--- src/hw/rtl/bafd_pkg.sv ---
package bafd_pkg;

   localparam int LEVEL_W   = 16;
   localparam int SAMPLE_W  = 12;
   localparam int STEP_W    = 8;
   localparam int CMD_W     = 2;
   localparam int AVG_SHIFT = 4;

   // reciprocal divider widths: a 16-bit sum times a 17-bit reciprocal
   localparam int RECIP_W = LEVEL_W + 1;
   localparam int PROD_W  = LEVEL_W + RECIP_W;

   localparam int CSR_ADDR_W = 5;
   localparam int CSR_DATA_W = 32;
   localparam int REG_SEL_W  = 3;

   localparam logic [LEVEL_W-1:0] DWELL_MAX  = '1;
   localparam logic [STEP_W-1:0]  STEP_RESET = STEP_W'(1);

   typedef enum logic [CMD_W-1:0] {
      CMD_SAMPLE   = 2'd0,
      CMD_CHECK    = 2'd1,
      CMD_SET_STEP = 2'd2,
      CMD_NOP      = 2'd3
   } cmd_type;

   typedef enum logic [REG_SEL_W-1:0] {
      REG_FULL_MIN_LEVEL = 3'd0,
      REG_UPPER_LEVEL    = 3'd1,
      REG_LOWER_LEVEL    = 3'd2,
      REG_UPPER_WAIT     = 3'd3,
      REG_LOWER_WAIT     = 3'd4
   } reg_sel_type;

   typedef struct packed {
      logic [CMD_W-1:0]    cmd;
      logic [SAMPLE_W-1:0] sample;
      logic                charger_present;
      logic [STEP_W-1:0]   step_value;
   } req_word_type;

   typedef struct packed {
      logic [LEVEL_W-1:0] average_level;
      logic               full_done;
      logic [STEP_W-1:0]  dwell_step;
   } rsp_word_type;

   typedef struct packed {
      logic [LEVEL_W-1:0] full_min_level;
      logic [LEVEL_W-1:0] upper_level;
      logic [LEVEL_W-1:0] lower_level;
      logic [LEVEL_W-1:0] upper_wait;
      logic [LEVEL_W-1:0] lower_wait;
   } cfg_type;

endpackage

--- src/hw/rtl/bafd_csr.sv ---
module bafd_csr (
   input  logic                               clock,
   input  logic                               reset,
   input  logic                               psel,
   input  logic                               penable,
   input  logic                               pwrite,
   input  logic [bafd_pkg::CSR_ADDR_W-1:0]    paddr,
   input  logic [bafd_pkg::CSR_DATA_W-1:0]    pwdata,
   output logic [bafd_pkg::CSR_DATA_W-1:0]    prdata,
   output logic                               pready,
   output bafd_pkg::cfg_type                  cfg
);
   import bafd_pkg::*;

   cfg_type          cfg_ff;
   cfg_type          cfg_in;
   reg_sel_type      sel;
   logic             wr_en;
   logic [LEVEL_W-1:0] wr_val;
   logic [LEVEL_W-1:0] rd_val;

   assign sel    = reg_sel_type'(paddr[CSR_ADDR_W-1:2]);
   assign wr_en  = psel && penable && pwrite;
   assign wr_val = pwdata[LEVEL_W-1:0];
   assign pready = 1'b1;

   always_comb begin
      cfg_in = cfg_ff;
      if (wr_en) begin
         unique case (sel)
            REG_FULL_MIN_LEVEL: cfg_in.full_min_level = wr_val;
            REG_UPPER_LEVEL:    cfg_in.upper_level    = wr_val;
            REG_LOWER_LEVEL:    cfg_in.lower_level    = wr_val;
            REG_UPPER_WAIT:     cfg_in.upper_wait     = wr_val;
            REG_LOWER_WAIT:     cfg_in.lower_wait     = wr_val;
            default:            cfg_in = cfg_ff;
         endcase
      end
   end

   always_comb begin
      unique case (sel)
         REG_FULL_MIN_LEVEL: rd_val = cfg_ff.full_min_level;
         REG_UPPER_LEVEL:    rd_val = cfg_ff.upper_level;
         REG_LOWER_LEVEL:    rd_val = cfg_ff.lower_level;
         REG_UPPER_WAIT:     rd_val = cfg_ff.upper_wait;
         REG_LOWER_WAIT:     rd_val = cfg_ff.lower_wait;
         default:            rd_val = '0;
      endcase
   end

   assign prdata = CSR_DATA_W'(rd_val);
   assign cfg    = cfg_ff;

   always_ff @(posedge clock) begin
      if (reset) begin
         cfg_ff <= '0;
      end else begin
         cfg_ff <= cfg_in;
      end
   end

endmodule

--- src/hw/rtl/bafd_in_reg.sv ---
module bafd_in_reg (
   input  logic                   clock,
   input  logic                   reset,
   input  logic                   req_valid,
   output logic                   req_ready,
   input  bafd_pkg::req_word_type req_data,
   output logic                   stage_valid,
   output bafd_pkg::req_word_type stage_data,
   input  logic                   stage_take
);
   import bafd_pkg::*;

   logic         valid_ff;
   logic         valid_in;
   req_word_type data_ff;

   // stage is free when empty or drained this cycle
   assign req_ready   = !valid_ff || stage_take;
   assign valid_in    = req_valid || (valid_ff && !stage_take);
   assign stage_valid = valid_ff;
   assign stage_data  = data_ff;

   always_ff @(posedge clock) begin
      if (reset) begin
         valid_ff <= 1'b0;
      end else begin
         valid_ff <= req_ready ? req_valid : valid_in;
      end
   end

   always_ff @(posedge clock) begin
      if (req_valid && req_ready) begin
         data_ff <= req_data;
      end
   end

endmodule

--- src/hw/rtl/bafd_update.sv ---
module bafd_update #(
   parameter int AVG_SAMPLES = 16
) (
   input  logic                   clock,
   input  logic                   reset,
   input  bafd_pkg::cfg_type      cfg,
   input  logic                   stage_valid,
   input  bafd_pkg::req_word_type stage_data,
   output logic                   stage_take,
   output logic                   rsp_valid,
   input  logic                   rsp_ready,
   output bafd_pkg::rsp_word_type rsp_data
);
   import bafd_pkg::*;

   localparam int CNT_W     = $clog2(AVG_SAMPLES + 1);
   localparam int DIV_SHIFT = LEVEL_W + $clog2(AVG_SAMPLES);
   localparam int RECIP     = ((1 << DIV_SHIFT) + AVG_SAMPLES - 1) / AVG_SAMPLES;

   function automatic logic [LEVEL_W-1:0] sat_add(input logic [LEVEL_W-1:0] a,
                                                  input logic [STEP_W-1:0]  b);
      logic [LEVEL_W:0] s;
      s = {1'b0, a} + (LEVEL_W + 1)'(b);
      return s[LEVEL_W] ? DWELL_MAX : s[LEVEL_W-1:0];
   endfunction

   logic [LEVEL_W-1:0] sum_ff,   sum_in;
   logic [CNT_W-1:0]   count_ff, count_in;
   logic [LEVEL_W-1:0] avg_ff,   avg_in;
   logic [LEVEL_W-1:0] lo_dw_ff, lo_dw_in;
   logic [LEVEL_W-1:0] up_dw_ff, up_dw_in;
   logic               done_ff,  done_in;
   logic [STEP_W-1:0]  step_ff,  step_in;
   logic               rsp_valid_ff, rsp_valid_in;
   rsp_word_type       rsp_data_ff;

   logic [RECIP_W-1:0] recip;
   logic [PROD_W-1:0]  prod;
   logic [PROD_W-1:0]  quot;
   logic [LEVEL_W-1:0] block_avg;

   // sum / AVG_SAMPLES via exact reciprocal multiply
   assign recip     = RECIP_W'(RECIP);
   assign prod      = PROD_W'(sum_ff) * PROD_W'(recip);
   assign quot      = prod >> DIV_SHIFT;
   assign block_avg = {quot[LEVEL_W-AVG_SHIFT-1:0], {AVG_SHIFT{1'b0}}};

   assign stage_take = stage_valid && (!rsp_valid_ff || rsp_ready);

   always_comb begin
      sum_in   = sum_ff;
      count_in = count_ff;
      avg_in   = avg_ff;
      lo_dw_in = lo_dw_ff;
      up_dw_in = up_dw_ff;
      done_in  = done_ff;
      step_in  = step_ff;
      if (stage_take) begin
         case (cmd_type'(stage_data.cmd))
            CMD_SAMPLE: begin
               if (count_ff < CNT_W'(AVG_SAMPLES)) begin
                  sum_in   = sum_ff + LEVEL_W'(stage_data.sample);
                  count_in = count_ff + CNT_W'(1);
               end else begin
                  avg_in   = block_avg;
                  sum_in   = '0;
                  count_in = '0;
               end
            end
            CMD_CHECK: begin
               if (!stage_data.charger_present) begin
                  if (avg_ff < cfg.full_min_level) begin
                     step_in  = STEP_RESET;
                     lo_dw_in = '0;
                     up_dw_in = '0;
                     done_in  = 1'b0;
                  end
               end else if (avg_ff > cfg.upper_level) begin
                  if (up_dw_ff < cfg.upper_wait) begin
                     up_dw_in = sat_add(up_dw_ff, step_ff);
                     done_in  = 1'b0;
                  end else begin
                     done_in  = 1'b1;
                  end
               end else if (avg_ff > cfg.lower_level) begin
                  if (lo_dw_ff < cfg.lower_wait) begin
                     lo_dw_in = sat_add(lo_dw_ff, step_ff);
                     done_in  = 1'b0;
                  end else begin
                     done_in  = 1'b1;
                  end
               end else begin
                  lo_dw_in = '0;
                  up_dw_in = '0;
                  done_in  = 1'b0;
               end
            end
            CMD_SET_STEP: step_in = stage_data.step_value;
            default: ;
         endcase
      end
   end

   assign rsp_valid_in = stage_take || (rsp_valid_ff && !rsp_ready);

   always_ff @(posedge clock) begin
      if (reset) begin
         sum_ff       <= '0;
         count_ff     <= '0;
         avg_ff       <= '0;
         lo_dw_ff     <= '0;
         up_dw_ff     <= '0;
         done_ff      <= 1'b0;
         step_ff      <= STEP_RESET;
         rsp_valid_ff <= 1'b0;
      end else begin
         sum_ff       <= sum_in;
         count_ff     <= count_in;
         avg_ff       <= avg_in;
         lo_dw_ff     <= lo_dw_in;
         up_dw_ff     <= up_dw_in;
         done_ff      <= done_in;
         step_ff      <= step_in;
         rsp_valid_ff <= rsp_valid_in;
      end
   end

   always_ff @(posedge clock) begin
      if (stage_take) begin
         rsp_data_ff.average_level <= avg_in;
         rsp_data_ff.full_done     <= done_in;
         rsp_data_ff.dwell_step    <= step_in;
      end
   end

   assign rsp_valid = rsp_valid_ff;
   assign rsp_data  = rsp_data_ff;

endmodule

--- src/hw/rtl/battery_average_and_full_detect_core.sv ---
// battery average and full detect: each request word carries one command.
// a sample command adds a 12-bit adc reading to a running sum; once
// AVG_SAMPLES readings are in, the next sample command drops its reading,
// stores (sum / AVG_SAMPLES) << 4 as the average and restarts the sum. a
// check command with the charger present compares the average with the
// upper and lower levels and advances the matching dwell counter by the
// dwell step, saturating at 65535, and raises full_done once the counter
// has reached its wait; at or below the lower level the counters and done
// flag clear. with the charger absent and the average below full_min_level
// the step returns to 1 and the counters and done flag clear. a set command
// loads the step. every request word, whatever its command, yields exactly
// one response word holding the updated average, done flag and step. the
// block takes one word per clock unless the response side stalls; a word
// moves from the input register through the single state update stage
// into the response register. the user must write thresholds and waits
// over the apb port only while idle; the block does not enforce this.
module battery_average_and_full_detect_core #(
   parameter int AVG_SAMPLES = 16
) (
   input  logic                            clock,
   input  logic                            reset,
   // request channel
   input  logic                            req_valid,
   output logic                            req_ready,
   input  bafd_pkg::req_word_type          req_data,
   // response channel
   output logic                            rsp_valid,
   input  logic                            rsp_ready,
   output bafd_pkg::rsp_word_type          rsp_data,
   // register port
   input  logic                            psel,
   input  logic                            penable,
   input  logic                            pwrite,
   input  logic [bafd_pkg::CSR_ADDR_W-1:0] paddr,
   input  logic [bafd_pkg::CSR_DATA_W-1:0] pwdata,
   output logic [bafd_pkg::CSR_DATA_W-1:0] prdata,
   output logic                            pready
);
   import bafd_pkg::*;

   cfg_type      cfg;
   logic         stage_valid;
   logic         stage_take;
   req_word_type stage_data;

   // threshold and wait registers
   bafd_csr u_csr (
      .clock   (clock),
      .reset   (reset),
      .psel    (psel),
      .penable (penable),
      .pwrite  (pwrite),
      .paddr   (paddr),
      .pwdata  (pwdata),
      .prdata  (prdata),
      .pready  (pready),
      .cfg     (cfg)
   );

   // input register; when it is full, req_ready depends on the response side
   bafd_in_reg u_in_reg (
      .clock       (clock),
      .reset       (reset),
      .req_valid   (req_valid),
      .req_ready   (req_ready),
      .req_data    (req_data),
      .stage_valid (stage_valid),
      .stage_data  (stage_data),
      .stage_take  (stage_take)
   );

   // averaging and dwell state, response register
   bafd_update #(
      .AVG_SAMPLES (AVG_SAMPLES)
   ) u_update (
      .clock       (clock),
      .reset       (reset),
      .cfg         (cfg),
      .stage_valid (stage_valid),
      .stage_data  (stage_data),
      .stage_take  (stage_take),
      .rsp_valid   (rsp_valid),
      .rsp_ready   (rsp_ready),
      .rsp_data    (rsp_data)
   );

endmodule

--- config.mk ---
export PLATFORM = sky130hd
export DESIGN_NAME = battery_average_and_full_detect_core
export DESIGN_NICKNAME = d
export VERILOG_FILES = /design/src/hw/rtl/bafd_pkg.sv /design/src/hw/rtl/bafd_csr.sv /design/src/hw/rtl/bafd_in_reg.sv /design/src/hw/rtl/bafd_update.sv /design/src/hw/rtl/battery_average_and_full_detect_core.sv
export SDC_FILE = /design/constraint.sdc
export NUM_CORES = 1
export LEC_CHECK = 0
export ABC_AREA = 1
export BUFFER_PORTS_ARGS = -buffer_cell sky130_fd_sc_hd__clkbuf_2
export CAP_MARGIN = 40
export CORE_MARGIN = 2
export CORE_UTILIZATION = 25
export DETAILED_ROUTE_END_ITERATION = 8
export GPL_ROUTABILITY_DRIVEN = 0
export PLACE_DENSITY_LB_ADDON = 0.05
export RECOVER_POWER = 50
export SETUP_SLACK_MARGIN = 0.5
export SLEW_MARGIN = 20
export SYNTH_ARGS = -nofsm -noshare
export SYNTH_HDL_FRONTEND = slang
export SYNTH_HIERARCHICAL = 1
export SYNTH_SLANG_ARGS = --single-unit
--- constraint.sdc ---
create_clock -name clock -period 4.4 [get_ports clock]
set_input_delay 0.44 -clock clock [delete_from_list [all_inputs] [get_ports clock]]
set_output_delay 0.44 -clock clock [all_outputs]
set_load 0.05 [all_outputs]
## Word level (Yosys, flattened, before mapping)

Index checks and enable logic that the tools add are counted.

| word-level totals | value |
|---|---|
| bits in registers | 208 |
| bits of input ports | 67 |
| output and inout bits | 60 |
| word-level logic and storage cells | 96 |

| operators by class | value |
|---|---|
| add/subtract/negate cells | 4 |
| $lt $le $gt $ge | 6 |
| equal/unequal tests | 10 |
| muxes and demuxes | 30 |
| reductions and logical operators | 25 |

Operator list:

| cell | number |
|---|---|
| 16-bit 2-to-1 mux | 15 |
| 16-bit one-hot mux with 5 select lines | 1 |
| 16-bit < comparator | 3 |
| 16-bit by 8-bit adder with 17-bit output | 2 |
| 16-bit > comparator | 2 |
| 8-bit 2-to-1 mux | 3 |
| 16-bit by 12-bit adder with 16-bit output | 1 |
| 8-bit one-hot mux with 2 select lines | 1 |
| 2-bit AND reduction | 6 |
| 5-bit AND reduction | 2 |
| 1-bit 2-to-1 mux | 9 |
| 3-bit by 2-bit == test with 1-bit output (second input constant) | 2 |
| 1-bit logical AND | 6 |
| 3-bit != test (second input constant) | 2 |
| 5-bit by 1-bit adder with 5-bit output (second input constant) | 1 |
| 5-bit < comparator (second input constant) | 1 |
| 5-bit 2-to-1 mux | 1 |
| 1-bit zero test | 4 |
| 1-bit logical OR | 4 |
| 3-bit by 1-bit == test with 1-bit output (second input constant) | 1 |
| 3-bit == test (second input constant) | 1 |
| 3-bit zero test | 1 |
| 3-bit by 2-bit != test with 1-bit output (second input constant) | 1 |
| 2-bit by 1-bit == test with 1-bit output (second input constant) | 1 |
| 4 further kinds | 4 |

## Longest topological paths before layout

Gate-level depths: netlist of run 1.

| logic depth | value |
|---|---|
| depth after elaboration | 7 |
| mapped depth | 19 |
| mapped depth without buffers | 18 |

## Cells and area by module

Netlist of run 1, hierarchy kept.

Modules (own cells, without submodules):

| module | times used | cells each | area an instance (um2) | sequential area each (um2) |
|---|---|---|---|---|
| bafd_update | 1 | 1242 | 8328.0 | 2332.2 |
| bafd_csr | 1 | 672 | 4164.0 | 1601.5 |
| bafd_in_reg | 1 | 29 | 738.2 | 710.7 |

## Worst setup path after synthesis of run 1

OpenSTA, ideal clock, no wires.

| path | value |
|---|---|
| path type | flip-flop to flip-flop |
| from | register u_update.rsp_valid_ff, in the netlist u_update/rsp_valid |
| to | register u_in_reg.data_ff (netlist bit u_in_reg/stage_data[0]) (enable) |
| setup time | 0.411 ns |
| data arrival time | 2.259 ns |
| required time | 3.989 ns |
| setup slack | 1.731 ns |
| stages on the path, launching flop included | 6 |
| buffers on the path | 0 |
| period minus slack after synthesis | 2.669 ns |
| cells stage by stage | dfxtp_1 > nand2_1 > nand2_1 > inv_2 > inv_2 > a21oi_1 |

| between the ends | value |
|---|---|
| word-level cells in the longest chain between the ends | 5 |

RTL lines:

| item | RTL line | text |
|---|---|---|
| start: declaration | bafd_update.sv:34 | `logic rsp_valid_ff, rsp_valid_in;` |
| start signal: assignment | bafd_update.sv:124 | `rsp_valid_ff <= rsp_valid_in;` |
| 1-bit zero test | bafd_update.sv:48 | `assign stage_take = stage_valid && (!rsp_valid_ff \|\| rsp_ready);` |
| 1-bit logical OR | bafd_update.sv:48 |  |
| 1-bit logical AND | bafd_update.sv:48 |  |
| net stage_take | battery_average_and_full_detect_core.sv:43 | `logic stage_take;` |
| 1-bit logical OR | bafd_in_reg.sv:18 | `assign req_ready = !valid_ff \|\| stage_take;` |
| 1-bit logical AND | bafd_in_reg.sv:32 | `if (req_valid && req_ready) begin` |
| end signal: assignment | bafd_in_reg.sv:33 | `data_ff <= req_data;` |
| end: declaration | bafd_in_reg.sv:15 | `req_word_type data_ff;` |

The timed path passes the listed nets, and every way through them passes these cells.
A chain may end at the register's enable or synchronous reset.

## Worst setup path in the final report of run 1

| path | value |
|---|---|
| from | input paddr[4] in the netlist's numbering |
| to | output prdata[1] in the netlist's numbering |

| between the ends | value |
|---|---|
| word-level cells in the longest chain between the ends | 2 |
| elaborated cells on any way between the ends | 6 |
| classes of those cells | 4 x eq/ne; 1 x mux; 1 x reduce/logical |

RTL lines:

| item | RTL line | text |
|---|---|---|
| start: declaration | battery_average_and_full_detect_core.sv:34 | `input logic [bafd_pkg::CSR_ADDR_W-1:0] paddr,` |
| 3-bit == test (tied with other cells) | bafd_csr.sv:42 | `unique case (sel)` |
| 16-bit one-hot mux with 5 select lines (*) | bafd_csr.sv:42 |  |
| end: declaration | battery_average_and_full_detect_core.sv:36 | `output logic [bafd_pkg::CSR_DATA_W-1:0] prdata,` |

Mark *: on every way between the ends. The rest lies on a longest branch, timed or not.

==> results of run 1 <==
sequential cells by signal, summed over array words and instances, names as in the netlist:
name and count:
u_update/sum_ff 16, u_in_reg/stage_valid 1, u_update/up_dw_ff 16, u_update/count_ff 5
u_update/done_ff 1, u_update/avg_ff 16, u_update/step_ff 8, u_csr/cfg 80
u_update/rsp_data 25, u_update/lo_dw_ff 16, u_in_reg/stage_data 23, u_update/rsp_valid 1
layer usage:
| metal | track usage | vias up | wire length, um |
|---|---|---|---|
| met1 | 0.2332 | 5543 | 22380 |
| met3 | 0.02347 | 42 | 2014 |
| met4 | 0.03600 | 0 | 772 |
| met2 | 0.2742 | 200 | 21010 |
| li1 | - | 6305 | - |
| met5 | 0 | - | 0 |
worst max-delay path, stage by stage:
cell	delay (ns)
sky130_fd_sc_hd__clkbuf_1	0.12
sky130_fd_sc_hd__inv_1	0.76
sky130_fd_sc_hd__nand3_1	0.58
sky130_fd_sc_hd__clkinv_1	0.38
sky130_fd_sc_hd__nand2_1	0.10
sky130_fd_sc_hd__nand2_1	0.08
sky130_fd_sc_hd__inv_1	0.10
sky130_fd_sc_hd__nand2_1	0.09
sky130_fd_sc_hd__clkbuf_2	0.28
cell usage after synthesis (all sizes together):
master    n
xor2      3
ha      109
nand4    27
xnor2     8
a21oi   118
and2      2
inv     279
o21a      3
or2      14
a21boi    3
and3      1
nand2   487
o21bai    2
buf      60
nor3     13
dfxtp   160
nand3b    4
fa        3
nor2    321
edfxtp   48
o21ai    36
clkbuf   19
a21o      2
clkinv    3
conb      2
a211oi   14
a22oi     1
nand3   201
cell type report:
type	count	area, um2
diodes	1	2.502
clock buffers	44	812.0
repair buffers	108	534.3
inverters	282	1060
fillers	5843	37320
multi-input cells	1389	7128
clock inverters	10	86.33
well taps	688	860.8
flip-flops and latches	208	4644
final timing paths:
| kind | end | slack [ns] |
|---|---|---|
| worst min register to register | u_update/count_ff[4] | 0.47 |
| worst max register to register | u_update/lo_dw_ff[7] | 1.12 |
| worst min-delay path | u_in_reg/stage_data[19] | 0.04 |
| worst max-delay path | prdata[1] | 1.03 |
power groups by stage:
stage	clock network, mW	logic (mW)	registers [mW]
floorplan	0	0.384	2.13
global placement	0	0.599	2.10
detailed placement	0	0.600	2.10
CTS	2.38	0.605	2.06
global route	2.45	0.651	2.06
finish	2.27	0.584	2.06
through the flow:
stage / power [mW] / area, um2 / hold WS (ns) / std cells / setup WS [ns]
2_1_floorplan: 2.511 / 13290 / 0.4386 / 1958 / 1.731
3_3_place_gp: 2.699 / 14250 / 0.4576 / 2668 / 1.330
3_5_place_dp: 2.700 / 14270 / 0.4613 / 2670 / 1.362
4_1_cts: 5.045 / 15220 / 0.002384 / 2729 / 1.337
5_1_grt: 5.165 / 15130 / 0.01740 / 2729 / 0.6297
6_report: 4.916 / 15130 / 0.04225 / 2730 / 1.025
cells by family after synthesis:
family,after synthesis,synth area share
xor gates and xnor gates,11,0.007283
AOI/OAI and AO/OA,179,0.07443
adders and majority gates,112,0.1076
DFF,208,0.3510
and+or+nand+nor,1070,0.3458
buffers and inverters,361,0.1132
other,2,0.0005676
==> summary.md, run 1 <==
| Metric | Value |
|---|---|
| Source-to-sink clock delay at the later pin of the worst-skew pair | `0.58 ns` |
| Maximum ir drop on the vdd rail | `between 200 and 250 uV` |
| Critical R2R Launch | `u_in_reg/stage_valid` |
| CTS Hold Buffers Added | `5` |
| Unrepaired setup endpoints after global routing | `false` |
| Post-detailed-route via-to-cell ratio | `~4.4` |
| Layout cell share with drive strength beyond 1 | `0.07692` |
| Register share of total power | `0.419` |
| CP arrival | `~2.9 ns` |
| Actual transition at the worst max-transition pin | `~1.6 ns` |
| Mean Syn Cell Area | `6.809 um2` |
| Cell taking the most area after synthesis | `sky130_fd_sc_hd__dfxtp_1` |
| HPWL after DPL | `about 34000 um` |
| Setup crit start | `paddr[4]` |
| Yosys warning total | `6` |
| First-iteration detailed-routing DRC count | `616` |
| Area of the die | `between 50000 and 60000 um2` |
| R2r worst-path depth | `9` |
| Hold Path Origin | `req_data[19]` |
| Maximum clock insertion buffer count | `3` |
| Number of distinct library cells after synthesis | `43` |
| Mapped Area | `roughly 13000 um2` |
| Main area contributors after synthesis | `sky130_fd_sc_hd__dfxtp_1 (24%), sky130_fd_sc_hd__nand2_1 (14%), sky130_fd_sc_hd__edfxtp_1 (11%)` |
| Initial cell density of the core | `0.2523` |
| Clk sink count | `~210` |
| CTS tree | `built` |
| Number of buffer cells added on primary ports | `91` |
| Count of nets left with antenna violations after detail routing | `0` |
| Most frequent standard cell in the layout excluding fill and tap cells | `sky130_fd_sc_hd__nand2_1` |
| Number of rows created at floorplan | `84` |
| Clock-pin slew of the registers on the worst-case setup and hold paths | `about 0.05 ns` |
| Violated checks | `capacitance limit, slew limit` |
| Worst setup EP type | `primary output` |
| Share of the synthesized area in the top cell type | `0.2421` |
| Total count of max-transition violations in the final report | `33` |
| Worst path required time | `around 4.0 ns` |
| Area growth from synthesis to layout | `14.35%` |
| Total of cells resized after clock tree synthesis | `0` |
| Switching part of the total | `0.2918` |
| Worst slew margin relative to its limit | `-0.04918` |
| GRT Overall Usage | `0.1675` |
| Top library cells by usage in the layout, fill and taps aside | `sky130_fd_sc_hd__nand2_1 (479), sky130_fd_sc_hd__nor2_1 (307), sky130_fd_sc_hd__inv_1 (268)` |
| Area inside the core boundary | `between 50000 and 60000 um2` |
| Post-layout minimum cycle time | `approximately 3.4 ns` |
| Comb pwr share | `0.119` |
| Sequential fraction of the synthesis area | `0.3510` |
| Remaining global-route overflow | `0` |
| Maximum fanout count along the critical path | `22` |
| DR WL/cell | `16.91 um` |
| Cell-internal power | `approximately 3.5 mW` |
| Net Switching | `1.435 mW` |
| Total wire length after detailed routing | `46170 um` |
| Synth Register Bits | `between 200 and 250` |
| Hold Vio Cnt, Final | `0` |
| Via count of the first global-routing pass | `~11000` |
| Top-level port count | `127` |
| Setup-violating endpoint count in the final report | `0` |
| Highest attainable clock frequency | `around 300 MHz` |
| DR DRC count | `0` |
| First-pass GRT wire length | `around 70000 um` |
| Total iterations of the first detailed-routing run | `5` |
| # Max-Cap Violations | `1` |
| Crit path launch type | `input port` |
| Via count | `around 12000` |
| Worst clock skew | `0.01739 ns` |
| Status | `finished with violations` |
| Post-layout utilization of the core | `0.2885` |
| Die H | `between 200 and 250 um` |
| # Post-CTS Setup Buffers | `0` |
| Setup TNS | `0 ns` |
| Leakage Power | `~6.7 nW` |
| Clock root buffer | `sky130_fd_sc_hd__clkbuf_16` |
| Synthesized netlist cell count | `just under 2000` |
| Horizontal extent of the die | `around 230 um` |
| Final nets | `roughly 2200` |
| Depth of the worst hold-timing path | `1` |
| Critical path class | `input port to primary output` |
| Maximum number of pins on one net before global-route repair | `46` |
| Power density over the cells | `325.0 nW/um2` |
| H-tree levels | `1` |
| Fin crit share | `0.7670` |
| Number of buffers created by CTS | `29` |
| Initial antenna violation count | `0` |
| Hold/Removal Path Class | `input port to flop` |
| Clock share of power | `0.462` |
(Power assumes the default switching activity.)
==> run 2: changes to the inputs <==
ABC_AREA = 0   (was 1)
clock period = 3.4 ns   (was 4.4 ns; I/O delays follow)
==> run 2 against run 1 <==
The flow now finishes without violations. Synthesized cell count down 34%. Worst hold slack gained 0.12 ns. Design area fell by 3.3%. Critical endpoint is now prdata[7]. Largest cell class unchanged.
==> summary.md, run 2 <==
| Metric | Value |
|---|---|
| Post-detailed-route via-to-cell ratio | `4.740 (+7.0%)` |
| Area inside the core boundary | `47950 um2 (-8.6%)` |
| Cell-internal power | `4.544 mW (+31%)` |
| Most frequently used cell type in the post-synthesis netlist | `sky130_fd_sc_hd__dfxtp_1` |
| Remaining global-route overflow | `0 (unchanged)` |
| Maximum fanout count along the critical path | `18 (-18%)` |
| Worst clock skew | `0.005494 ns (-0.01189 ns)` |
| Total wire length after detailed routing | `40200 um (-13%)` |
| Top library cells by usage in the layout, fill and taps aside | `sky130_fd_sc_hd__dfxtp_1 (159), sky130_fd_sc_hd__ha_1 (109), sky130_fd_sc_hd__mux2i_1 (96)` |
| Unrepaired setup endpoints after global routing | `true` |
| Net Switching | `1.586 mW (+11%)` |
| Initial cell density of the core | `0.2540 (+0.001752)` |
| R2r worst-path depth | `9 (unchanged)` |
| Clock-pin slew of the registers on the worst-case setup and hold paths | `0.06 ns (about the same)` |
| Hold/Removal Path Class | `input port to flop` |
| Setup TNS | `0 ns (unchanged)` |
| Post-layout utilization of the core | `0.3051 (+0.01663)` |
| CTS tree | `built` |
| Mean Syn Cell Area | `9.485 um2 (+39%)` |
| Number of distinct library cells after synthesis | `86 (+100%)` |
| Setup crit start | `paddr[3]` |
| Critical R2R Launch | `u_csr/cfg[58]` |
| Layout cell share with drive strength beyond 1 | `0.1302 (+0.05330)` |
| Destination of the worst register-to-register timing path | `u_update/up_dw_ff[3]` |
| DR DRC count | `0 (unchanged)` |
| Synthesized netlist cell count | `1284 (-34%)` |
| Register share of total power | `0.428 (+0.009)` |
| Clk sink count | `208 (unchanged)` |
| Synth Register Bits | `208 (unchanged)` |
| Worst path required time | `3.06 ns (-0.90 ns)` |
| Count of nets left with antenna violations after detail routing | `0 (unchanged)` |
| Hold Vio Cnt, Final | `0 (unchanged)` |
| Number of buffers created by CTS | `27 (-6.9%)` |
| Via count of the first global-routing pass | `9826 (-12%)` |
| Post-route total power | `6.131 mW (+25%)` |
| Top-level port count | `127 (unchanged)` |
| Post-layout minimum cycle time | `between 3 and 4 ns` |
| Async set or reset register ratio after synthesis | `0 (unchanged)` |
| Maximum ir drop on the vdd rail | `301.1 uV (+35%)` |
| Worst path setup slack after routing | `0.3901 ns (-0.6352 ns)` |
| Power density over the cells | `419.1 nW/um2 (+29%)` |
| First-iteration detailed-routing DRC count | `448 (-27%)` |
| Leakage Power | `6.160 nW (-7.7%)` |
| Number of cells in the design after placement | `1971 (-26%)` |
| CP endpoint | `prdata[7]` |
| Global-route track usage on met1 | `0.2192 (-0.01408)` |
| H-tree levels | `1 (unchanged)` |
| Setup-violating endpoint count in the final report | `0 (unchanged)` |
| Maximum number of pins on one net before global-route repair | `70 (+52%)` |
| Number of buffer cells added on primary ports | `91 (unchanged)` |
| Comb pwr share | `0.097 (-0.022)` |
| Post-route worst hold slack | `0.1652 ns (+0.1230 ns)` |
| Post-synth EDFFs | `48 (unchanged)` |
| Yosys warning total | `6 (unchanged)` |
| Switching part of the total | `0.2587 (-0.03309)` |
| Mapped Area | `12180 um2 (-7.9%)` |
| GRT Overall Usage | `0.1582 (-0.009318)` |
| Max FFs per register | `80 (unchanged)` |
| Initial antenna violation count | `0 (unchanged)` |
| Cell taking the most area after synthesis | `sky130_fd_sc_hd__dfxtp_1` |
| Clock share of power | `0.475 (+0.013)` |
| Status | `finished clean` |
| Non-filler cells in the finished layout | `2051 (-25%)` |
| Share of the synthesized area in the top cell type | `0.2630 (+0.02089)` |
| Reg2Reg Setup Slack | `0.60 ns (-0.52 ns)` |
| Sequential fraction of the synthesis area | `0.3813 (+0.03029)` |
| # Max-Cap Violations | `0 (-1)` |
| Maximum clock insertion buffer count | `3 (unchanged)` |
| Final nets | `1595 (-27%)` |
| Most frequent cells after synthesis | `sky130_fd_sc_hd__dfxtp_1 (160), sky130_fd_sc_hd__ha_1 (109), sky130_fd_sc_hd__mux2i_1 (96), sky130_fd_sc_hd__inv_1 (95), sky130_fd_sc_hd__nand2b_1 (88)` |
| Area post-placement | `13390 um2 (-6.2%)` |
| Area growth from synthesis to layout | `20.10%` |
| First-pass GRT wire length | `60520 um (-12%)` |
| Clock root buffer | `sky130_fd_sc_hd__clkbuf_16` |
| CP arrival | `2.67 ns (-0.26 ns)` |
| N_diodes | `0 (-1)` |
| Highest attainable clock frequency | `332.2 MHz` |
| Fin crit share | `0.8853` |
| Worst setup EP type | `primary output` |
| Worst Setup Slack post-DPL | `0.2298 ns (-1.132 ns)` |
| Met2 track demand over resource | `0.2663 (-0.007898)` |
| Total count of max-transition violations in the final report | `0 (-100%)` |
| Depth of the worst hold-timing path | `4 (+3)` |
| DR WL/cell | `19.60 um (+16%)` |
| Die H | `224.7 um (-4.0%)` |
| Crit path launch type | `input port` |
| Synth Flop Type | `sky130_fd_sc_hd__dfxtp_1` |
| Critical path class | `input port to primary output` |
| Most frequent standard cell in the layout excluding fill and tap cells | `sky130_fd_sc_hd__dfxtp_1` |
| HPWL after DPL | `30100 um (-12%)` |
| Gr busiest metal | `met2` |
| Met3 routing resource usage after global routing | `0.01607 (-0.007400)` |
| Worst slew margin relative to its limit | `0.05473 (+0.1039)` |
| Actual transition at the worst max-transition pin | `1.418 ns (-0.1559 ns)` |
| Horizontal extent of the die | `224.7 um (-4.0%)` |
| Total iterations of the first detailed-routing run | `5 (unchanged)` |
| Main area contributors after synthesis | `sky130_fd_sc_hd__dfxtp_1 (26%), sky130_fd_sc_hd__edfxtp_1 (12%), sky130_fd_sc_hd__ha_1 (11%)` |
| Final design area excluding fillers | `14630 um2 (-3.3%)` |
| Via count | `9721 (-20%)` |
| Area of the die | `50500 um2 (-7.8%)` |
| Source-to-sink clock delay at the later pin of the worst-skew pair | `0.55 ns (-0.03 ns)` |
| Number of rows created at floorplan | `80 (-4.8%)` |
## run 2: final cells by class
| class | instances | area [um2] |
|---|---|---|
| Sequential cell | 208 | 4646 |
| Fill cell | 5040 | 33320 |
| Timing Repair Buffer | 157 | 1008 |
| Inverter | 96 | 360.3 |
| Clock inverter | 14 | 145.1 |
| Multi-Input combinational cell | 926 | 6952 |
| Tap cell | 615 | 769.5 |
| Clock buffer | 35 | 747.0 |
## run 2: worst min-delay path by stage
| stage | slack [ns] | to | start |
|---|---|---|---|
| detailed placement | 0.45 | u_update/sum_ff[0] | u_update/sum_ff[0] |
| global placement | 0.45 | u_update/sum_ff[0] | u_update/sum_ff[0] |
| global route | 0.17 | u_update/rsp_valid | rsp_ready |
| finish | 0.17 | u_update/rsp_valid | rsp_ready |
| CTS | 0.13 | u_update/rsp_valid | rsp_ready |
| floorplan | 0.40 | u_in_reg/stage_valid | reset |
## run 2: worst max-delay path: stages
cell	delay [ns]
sky130_fd_sc_hd__clkbuf_2	0.20
sky130_fd_sc_hd__clkbuf_1	1.06
sky130_fd_sc_hd__mux2_2	0.36
sky130_fd_sc_hd__a22oi_1	0.07
sky130_fd_sc_hd__o22ai_1	0.28
sky130_fd_sc_hd__clkbuf_2	0.35
## run 2: power groups by stage
stage / clock network (mW) / logic, mW / registers (mW)
after floorplan: 0 / 0.330 / 2.73
after global routing: 3.11 / 0.640 / 2.63
final: 2.91 / 0.594 / 2.62
after detailed placement: 0 / 0.565 / 2.68
after CTS: 3.04 / 0.592 / 2.62
after global placement: 0 / 0.564 / 2.68
## run 2: routing by layer
metal / vias up / wire [um] / share of wire
met3: 38 / 1080 / 0.027
li1: 4867 / - / -
met5: - / 0 / 0
met4: 0 / 613 / 0.015
met2: 135 / 18630 / 0.46
met1: 4681 / 19870 / 0.49
## run 2: repair_timing
action                     CTS  global route
hold endpoints to repair    24             0
hold buffers                24             0
buffers inserted             1             3
pin swaps                    1             8
setup endpoints to repair   28            30
gates cloned                 0             1
gates resized for setup      7            15
## run 2: cells by family after synthesis
group,count (synthesis),synth area share
buffers and inverters,165,0.06092
multiplexers,109,0.09092
adder cells (fa/ha/maj),112,0.1169
AND/OR/NAND/NOR,354,0.1631
other,2,0.0006166
AO/OA/AOI/OAI,308,0.1675
XOR/XNOR,26,0.01870
flip-flops,208,0.3813
